**src/hdl/rlbc_pkg.sv**
```systemverilog
`timescale 1ns / 1ps
`default_nettype none
// ============================================================================
// rlbc_pkg
// Shared types and constants of the reference counted lru buffer cache:
// command and status codes, request/response words, slot row layout and the
// controller/datapath interface.
// ============================================================================
package rlbc_pkg;

    // field widths fixed by the interface
    localparam int SLOT_W = 5;
    localparam int COUNT_W = 8;
    localparam logic [COUNT_W-1:0] COUNT_MAX = 8'hFF;

    // command codes
    typedef enum logic [1:0] {
        CMD_READ    = 2'd0,
        CMD_RELEASE = 2'd1,
        CMD_PIN     = 2'd2,
        CMD_UNPIN   = 2'd3
    } t_cmd;

    // result status codes
    typedef enum logic [1:0] {
        ST_OK     = 2'd0,
        ST_NOFREE = 2'd1,
        ST_COUNT  = 2'd2
    } t_status;

    // request word
    typedef struct packed {
        t_cmd        cmd;
        logic [7:0]  device;
        logic [31:0] block_number;
        logic [4:0]  slot_in;
        logic [31:0] now_ticks;
    } t_req;

    // response word
    typedef struct packed {
        logic [4:0] slot_out;
        logic       hit;
        logic       needs_read;
        t_status    status;
    } t_rsp;

    // one slot of the tag store
    typedef struct packed {
        logic [7:0]         device;
        logic [31:0]        block;
        logic               assigned;
        logic [COUNT_W-1:0] count;
        logic [31:0]        last_use;
        logic               contents_valid;
    } t_row;

    // controller to datapath commands
    typedef struct packed {
        logic load;
        logic scan;
        logic rd_slot;
        logic commit;
    } t_dp_cmd;

    // datapath to controller status
    typedef struct packed {
        logic hit_found;
        logic scan_last;
    } t_dp_sts;

endpackage
`default_nettype wire

```
**src/hdl/rlbc_ctrl.sv**
```systemverilog
`timescale 1ns / 1ps
`default_nettype none
// ============================================================================
// rlbc_ctrl
// Sequencer of the buffer cache: accepts a command, runs the slot scan or
// the single slot read, then has the datapath commit and report the word.
// ============================================================================
module rlbc_ctrl
    import rlbc_pkg::*;
(
    input  wire logic    i_clk,
    input  wire logic    i_rst_n,
    input  wire logic    i_start,
    input  wire t_cmd    i_cmd,
    input  wire t_dp_sts i_sts,
    output t_dp_cmd      o_cmd,
    output logic         o_busy
);

    typedef enum logic [2:0] {
        S_IDLE,
        S_SCAN,
        S_DRAIN,
        S_SLOT,
        S_COMMIT
    } t_state;

    t_state r_state, n_state;
    logic   r_busy;

    // next state and datapath commands
    always_comb begin
        n_state = r_state;
        o_cmd   = '0;
        case (r_state)
            S_IDLE: begin
                if (i_start) begin
                    o_cmd.load = 1'b1;
                    n_state    = (i_cmd == CMD_READ) ? S_SCAN : S_SLOT;
                end
            end
            S_SCAN: begin
                if (i_sts.hit_found) begin
                    n_state = S_COMMIT;
                end else begin
                    o_cmd.scan = 1'b1;
                    if (i_sts.scan_last) begin
                        n_state = S_DRAIN;
                    end
                end
            end
            S_DRAIN: begin
                n_state = S_COMMIT;
            end
            S_SLOT: begin
                o_cmd.rd_slot = 1'b1;
                n_state       = S_COMMIT;
            end
            S_COMMIT: begin
                o_cmd.commit = 1'b1;
                n_state      = S_IDLE;
            end
            default: begin
                n_state = S_IDLE;
            end
        endcase
    end

    // state and registered busy
    always_ff @(posedge i_clk) begin
        if (!i_rst_n) begin
            r_state <= S_IDLE;
            r_busy  <= 1'b0;
        end else begin
            r_state <= n_state;
            r_busy  <= (n_state != S_IDLE);
        end
    end

    assign o_busy = r_busy;

endmodule
`default_nettype wire

```
**src/hdl/rlbc_datapath.sv**
```systemverilog
`timescale 1ns / 1ps
`default_nettype none
// ============================================================================
// rlbc_datapath
// Slot memory with per-slot valid bits, the pipelined tag match and oldest
// free slot search, the count update and the response register.
// ============================================================================
module rlbc_datapath
    import rlbc_pkg::*;
#(
    parameter int SLOTS = 32
) (
    input  wire logic    i_clk,
    input  wire logic    i_rst_n,
    input  wire t_req    i_req,
    input  wire t_dp_cmd i_cmd,
    output t_dp_sts      o_sts,
    output logic         o_valid,
    output t_rsp         o_rsp
);

    localparam int SW = $clog2(SLOTS);
    localparam int XW = (SW > SLOT_W) ? SW : SLOT_W;
    localparam logic [SW+4:0] SlotLim = (SW+5)'(SLOTS);
    localparam logic [SW-1:0] LastIdx = SW'(SLOTS - 1);

    // slot index to the 5-bit response field
    function automatic logic [SLOT_W-1:0] f_out_slot(input logic [SW-1:0] idx);
        logic [XW-1:0] wide;
        wide = XW'(idx);
        return wide[SLOT_W-1:0];
    endfunction

    // storage
    t_row             r_mem [SLOTS];
    logic [SLOTS-1:0] r_vld;

    // request and scan state
    t_req          r_req;
    logic [SW-1:0] r_scan_idx;
    logic          r_cmp_vld;
    logic [SW-1:0] r_cmp_idx;
    t_row          r_rd_data;
    logic          r_rd_ok;

    logic          r_hit_f;
    logic [SW-1:0] r_hit_idx;
    t_row          r_hit_row;
    logic          r_free_f;
    logic [SW-1:0] r_best_idx;
    logic [31:0]   r_best_lu;

    t_rsp r_rsp;
    logic r_valid;

    logic [SW+4:0] slot_ext;
    logic [SW-1:0] slot_addr;
    logic          slot_oor;
    logic          rd_en;
    logic [SW-1:0] rd_addr;
    t_row          row_rd;
    logic          is_match;
    logic          is_free;
    logic          wr_en;
    logic [SW-1:0] wr_addr;
    t_row          wr_row;
    t_rsp          rsp;

    // named slot decode
    assign slot_ext  = (SW+5)'(r_req.slot_in);
    assign slot_addr = slot_ext[SW-1:0];
    assign slot_oor  = (slot_ext >= SlotLim);

    // read port address
    assign rd_en   = i_cmd.scan | i_cmd.rd_slot;
    assign rd_addr = i_cmd.scan ? r_scan_idx : slot_addr;

    // never written slots read as zero
    assign row_rd = r_rd_ok ? r_rd_data : '0;

    // per-slot compare of the scanned row
    assign is_match = row_rd.assigned && (row_rd.device == r_req.device)
                      && (row_rd.block == r_req.block_number);
    assign is_free  = (row_rd.count == '0)
                      && (!r_free_f || (row_rd.last_use < r_best_lu));

    // commit: update row and form the response word
    always_comb begin
        wr_en   = 1'b0;
        wr_addr = slot_addr;
        wr_row  = row_rd;
        rsp     = '0;
        if (r_req.cmd == CMD_READ) begin
            if (r_hit_f) begin
                wr_en                 = 1'b1;
                wr_addr               = r_hit_idx;
                wr_row                = r_hit_row;
                wr_row.contents_valid = 1'b1;
                rsp.slot_out          = f_out_slot(r_hit_idx);
                rsp.hit               = 1'b1;
                rsp.needs_read        = !r_hit_row.contents_valid;
                if (r_hit_row.count == COUNT_MAX) begin
                    rsp.status = ST_COUNT;
                end else begin
                    wr_row.count = r_hit_row.count + COUNT_W'(1);
                end
            end else if (r_free_f) begin
                wr_en                 = 1'b1;
                wr_addr               = r_best_idx;
                wr_row.device         = r_req.device;
                wr_row.block          = r_req.block_number;
                wr_row.assigned       = 1'b1;
                wr_row.count          = COUNT_W'(1);
                wr_row.last_use       = r_req.now_ticks;
                wr_row.contents_valid = 1'b1;
                rsp.slot_out          = f_out_slot(r_best_idx);
                rsp.needs_read        = 1'b1;
            end else begin
                rsp.status = ST_NOFREE;
            end
        end else begin
            rsp.slot_out = r_req.slot_in;
            if (!slot_oor) begin
                case (r_req.cmd)
                    CMD_PIN: begin
                        if (row_rd.count == COUNT_MAX) begin
                            rsp.status = ST_COUNT;
                        end else begin
                            wr_en        = 1'b1;
                            wr_row.count = row_rd.count + COUNT_W'(1);
                        end
                    end
                    CMD_RELEASE, CMD_UNPIN: begin
                        if (row_rd.count == '0) begin
                            rsp.status = ST_COUNT;
                        end else begin
                            wr_en        = 1'b1;
                            wr_row.count = row_rd.count - COUNT_W'(1);
                            if (r_req.cmd == CMD_RELEASE
                                && row_rd.count == COUNT_W'(1)) begin
                                wr_row.last_use = r_req.now_ticks;
                            end
                        end
                    end
                    default: begin
                        wr_en = 1'b0;
                    end
                endcase
            end
        end
    end

    // slot memory: one read port, one write port
    always_ff @(posedge i_clk) begin
        if (rd_en) begin
            r_rd_data <= r_mem[rd_addr];
        end
        if (i_cmd.commit && wr_en) begin
            r_mem[wr_addr] <= wr_row;
        end
    end

    // valid bits, scan control and response strobe
    always_ff @(posedge i_clk) begin
        if (!i_rst_n) begin
            r_vld      <= '0;
            r_rd_ok    <= 1'b0;
            r_cmp_vld  <= 1'b0;
            r_scan_idx <= '0;
            r_hit_f    <= 1'b0;
            r_free_f   <= 1'b0;
            r_valid    <= 1'b0;
        end else begin
            r_cmp_vld <= i_cmd.scan;
            r_valid   <= i_cmd.commit;
            if (rd_en) begin
                r_rd_ok <= r_vld[rd_addr];
            end
            if (i_cmd.commit && wr_en) begin
                r_vld[wr_addr] <= 1'b1;
            end
            if (i_cmd.load) begin
                r_scan_idx <= '0;
                r_hit_f    <= 1'b0;
                r_free_f   <= 1'b0;
            end else begin
                if (i_cmd.scan) begin
                    r_scan_idx <= r_scan_idx + SW'(1);
                end
                if (r_cmp_vld && !r_hit_f && is_match) begin
                    r_hit_f <= 1'b1;
                end
                if (r_cmp_vld && is_free) begin
                    r_free_f <= 1'b1;
                end
            end
        end
    end

    // request latch, search results and response word
    always_ff @(posedge i_clk) begin
        if (i_cmd.load) begin
            r_req <= i_req;
        end
        if (i_cmd.scan) begin
            r_cmp_idx <= r_scan_idx;
        end
        if (r_cmp_vld && !r_hit_f && is_match) begin
            r_hit_idx <= r_cmp_idx;
            r_hit_row <= row_rd;
        end
        if (r_cmp_vld && is_free) begin
            r_best_idx <= r_cmp_idx;
            r_best_lu  <= row_rd.last_use;
        end
        if (i_cmd.commit) begin
            r_rsp <= rsp;
        end
    end

    assign o_sts.hit_found = r_hit_f;
    assign o_sts.scan_last = (r_scan_idx == LastIdx);
    assign o_valid         = r_valid;
    assign o_rsp           = r_rsp;

endmodule
`default_nettype wire

```
**src/hdl/refcounted_lru_block_buffer_cache.sv**
```systemverilog
`timescale 1ns / 1ps
`default_nettype none
// ============================================================================
// refcounted_lru_block_buffer_cache
// Fully associative tag store of disk block buffers with reference counts
// and least recently used replacement of unreferenced slots.
// ============================================================================
// A command word is taken when start is high and busy is low. A read request
// scans the slot memory one slot per cycle through its single read port,
// stopping early on a hit. Release, pin and unpin read the named slot once.
// The response word shows on o_rsp with o_valid for exactly one cycle, the
// cycle busy drops, and must be taken then since the block cannot be stalled;
// a new command may be issued in that same cycle. Slots come out of reset
// empty with no clearing pass.
module refcounted_lru_block_buffer_cache
    import rlbc_pkg::*;
#(
    parameter int SLOTS = 32
) (
    input  wire logic i_clk,
    input  wire logic i_rst_n,
    input  wire logic start,
    output logic      busy,
    input  wire t_req i_req,
    output logic      o_valid,
    output t_rsp      o_rsp
);

    t_dp_cmd dp_cmd;
    t_dp_sts dp_sts;

    // sequencer
    rlbc_ctrl u_ctrl (
        .i_clk   (i_clk),
        .i_rst_n (i_rst_n),
        .i_start (start),
        .i_cmd   (i_req.cmd),
        .i_sts   (dp_sts),
        .o_cmd   (dp_cmd),
        .o_busy  (busy)
    );

    // slot store and search
    rlbc_datapath #(
        .SLOTS (SLOTS)
    ) u_datapath (
        .i_clk   (i_clk),
        .i_rst_n (i_rst_n),
        .i_req   (i_req),
        .i_cmd   (dp_cmd),
        .o_sts   (dp_sts),
        .o_valid (o_valid),
        .o_rsp   (o_rsp)
    );

endmodule
`default_nettype wire

```
**config.mk**
```make
export PLATFORM = sky130hd
export DESIGN_NAME = refcounted_lru_block_buffer_cache
export DESIGN_NICKNAME = d
export VERILOG_FILES = /design/src/hdl/rlbc_pkg.sv /design/src/hdl/rlbc_ctrl.sv /design/src/hdl/rlbc_datapath.sv /design/src/hdl/refcounted_lru_block_buffer_cache.sv
export SDC_FILE = /design/constraint.sdc
export NUM_CORES = 2
export LEC_CHECK = 0
export BUFFER_PORTS_ARGS = -buffer_cell sky130_fd_sc_hd__buf_2
export CAP_MARGIN = 10
export CORE_MARGIN = 2
export CORE_UTILIZATION = 60
export DETAILED_ROUTE_END_ITERATION = 10
export PLACE_DENSITY_LB_ADDON = 0.08
export SLEW_MARGIN = 0
export SYNTH_ARGS = -nofsm -noshare
export SYNTH_HDL_FRONTEND = slang
export SYNTH_SLANG_ARGS = --single-unit
```
**constraint.sdc**
```tcl
create_clock -name i_clk -period 25.4 [get_ports i_clk]
set_input_delay 0 -clock i_clk [delete_from_list [all_inputs] [get_ports i_clk]]
set_output_delay 0 -clock i_clk [all_outputs]
set_load 0.01 [all_outputs]
```
==> out/summary.txt <==
core region area = 192,200 um2
met1 Track Usage GR = 0.4780
Pwr per Cell Area = 82.53 nW/um2
initial antenna violation count = 8
Critical Path Most Common Cell = buf_4
Arrival @ worst endpoint = 7.41 ns
share of cells above drive strength 1 = 0.1831
hold buffer count at CTS = 161
vias in the first global route = 63,018
synth unique cells = 70
Design Area, Final = 131,300 um2
CP max FO = 116
Post-CTS Setup Inserts = 0
Critical Path Max Stage Delay = 1.00 ns
Avg Cell Area, Syn = 18.42 um2
clock sink total = 2,969
vias per std cell = 6.875
RePlAce Congestion = 0.8960
CTS resizes = 0
RSZ-0062 raised after global routing = no
Remaining DRCs = 0
WHS Endpoint = u_datapath.slot_addr[0]
initial core utilization = 0.6025
Setup TNS = 0 ns
Async S/R FF share, synth = 0
Critical Path RT = 26.04 ns
Max Cap Viol = 0
cell count after synthesis = 6,287
largest net degree at the start of global routing = 138
Max Clk Rate = 147.7 MHz
met3 Usage GRT = 0.05020
area grow syn2layout = 13.38%
EDFF count, synth = 2,923
Max Slew Vio Count = 0
sequential share of the synthesized area = 0.7661
starting DRC count in detailed routing = 10,128
Synth area leaders = edfxtp_1 76%, mux4_2 8.5%, mux2i_1 2.4%
Filler cells = 12,485
PortBufs = 92
fin crit period = 6.771 ns
post-synth top area cell = edfxtp_1
WHS Path Cells = 3
Root Buffer = clkbuf_16
grt peak-use layer = met2
first-pass GRT wire length = 466,700 um
Tot GR Track Use = 0.3371
Hold Path Class = in -> reg
Antenna Nets Post-Route = 0
CTS tree = built
Reg2Reg Setup Slack = 18.63 ns
Net Count, Synth = 6,407
Area after DPL = 119,800 um2
Reg area = 88,700 um2
clock-pin slew on the worst setup and hold paths = 0.06 ns
Worst Skew = 0.03395 ns
critical-path cell list = nor4b_4 -> buf_4 -> mux2i_4 -> buf_4 -> buf_12 -> buf_12 -> buf_4 -> mux4_2 -> a221oi_1 -> o31a_1 -> a221oi_1
Hold Violations, Final = 0
Final setup viols = 0
Cell Rows = 161
routed via count = 65,213
WS Path Type = reg -> reg
TritonCTS buffer count = 311
r2r endpoint = u_datapath.r_rd_data[26]
final period utilization = 0.2666
CTS H-Tree Depth = 5
Worst setup EP type = register
top-level I/O count = 93
ys flop type = edfxtp_1
FF-to-FF path depth = 11
Chip Height = 443.3 um
DP Wirelength = 173,800 um
drt wl/cell = 35.03 um
total grt overflow = 0
Clock Path Buffers = 4
area of the multi-input gates = 25,340 um2
maximum VDD drop = 0.00006404 V
Post-Route WL = 332,300 um
Die W = 443.3 um
Slowest cell on crit path = mux2i_4
Post-Syn Area = 115,800 um2
Slew @ Worst Pin = 1.423 ns
Die ar. = 196,500 um2
router iterations before antenna repair = 6
clk_lat worst skew = 0.95 ns
Ys Warns = 0
GR Layer Usage met2 = 0.5296
startpoint type of the worst setup path = register
HP Start = start
slew margin rel. = 0.04935
Final nets = 6,843
FF+latch count, synth = 2,969
RR Startpoint = u_datapath.r_hit_f
area share of the largest cell type after synthesis = 0.7581
status = completed
Leakage = 43.72 nW
placed cells by master, fill, tap and decap left out, drive strengths merged, types with 39 or more instances in the layout:
master and n:
o21a 49, a21oi 265, buf 320, edfxtp 2923, a22oi 67, mux2i 275, a32oi 39, nand2 615
or3 45, a221oi 43, and2 45, mux4 438, nand3 54, o21ai 108, nor3 113, nor2 132
inv 134, a31oi 58, o221ai 71, clkbuf 385, clkinv 122, dlygate4sd3 161, dfxtp 46
worst max-delay path, delay by kind of cell (launching register included):
kind                   cells  cell delay, ns
AOI/OAI and AO/OA          3            0.70
buffers and inverters      5            2.92
DFF                        1            0.44
muxes                      2            1.58
and+or+nand+nor            1            0.31
flip-flops by register name, summed over array words and instances (netlist names):
signal	cells
u_ctrl.o_busy	1
u_ctrl.r_state	3
u_datapath.o_rsp	9
u_datapath.o_valid	1
u_datapath.r_best_idx	5
u_datapath.r_best_lu	32
u_datapath.r_cmp_idx	5
u_datapath.r_cmp_vld	1
u_datapath.r_free_f	1
u_datapath.r_hit_f	1
u_datapath.r_hit_idx	5
u_datapath.r_hit_row	82
u_datapath.r_mem	2624
u_datapath.r_rd_data	82
u_datapath.r_rd_ok	1
u_datapath.r_req	74
u_datapath.r_scan_idx	5
u_datapath.r_vld	32
u_datapath.slot_addr	5
synthesized netlist by cell type (71+ instances only):
master and count:
nor2_1 132, inv_1 130, buf_2 100, mux2i_1 274, nand2_1 615, a21oi_1 265
o21ai_0 107, mux4_2 438, o221ai_1 71, edfxtp_1 2923, clkbuf_1 165, nor3_1 113
metal layers:
layer,vias up,part of all wire
met1,33973,0.37
met5,-,0.00012
met2,4183,0.48
li1,26280,-
met4,6,0.048
met3,771,0.10
cell type report:
type                    instances  area share
inverters                     131    0.003794
repair buffers                481     0.03004
well taps                    2526     0.02408
diodes                          7   0.0001334
flip-flops and latches       2969      0.6757
multi-input cells            2829      0.1930
clock inverters               157     0.01028
clock buffers                 385     0.06293
power breakdown:
group / internal [W] / switching [W]
Combinational: 0.000355 / 0.000624
Clock: 0.00253 / 0.00183
Sequential: 0.00545 / 0.0000474
Total: 0.00834 / 0.00250
through the flow:
step	cells	utilization	power, W	setup WS [ns]	hold WS (ns)
after floorplan	6287	-	0.006212	15.37	0.09887
after global placement	8762	0.6236	0.006525	18.64	0.1765
after detailed placement	8762	0.6236	0.006537	18.56	0.1781
after CTS	9465	0.6820	0.01085	18.57	0.05131
after global routing	9484	0.6831	0.01110	18.16	0.09283
final	9485	0.6831	0.01083	18.63	0.09715
worst max-delay path by stage:
stage                     slack, ns  depth (start not counted)                       end          startpoint
after floorplan               15.37                          4             u_ctrl.o_busy   u_ctrl.r_state[1]
after global placement        18.64                         11  u_datapath.r_rd_data[72]  u_datapath.r_hit_f
after detailed placement      18.56                         11  u_datapath.r_rd_data[69]  u_datapath.r_hit_f
after CTS                     18.57                         11  u_datapath.r_rd_data[69]  u_datapath.r_hit_f
after global routing          18.16                         11  u_datapath.r_rd_data[72]  u_datapath.r_hit_f
final                         18.63                         11  u_datapath.r_rd_data[26]  u_datapath.r_hit_f
cell families after synthesis:
kind of cell / synth area share
AO/OA/AOI/OAI: 0.05656
buffers and inverters: 0.01966
multiplexers: 0.1096
AND/OR/NAND/NOR: 0.04182
XOR/XNOR: 0.002194
flip-flops: 0.7661
adder cells (fa/ha/maj): 0.004107
Note: power is estimated with default switching activity, not from simulation.
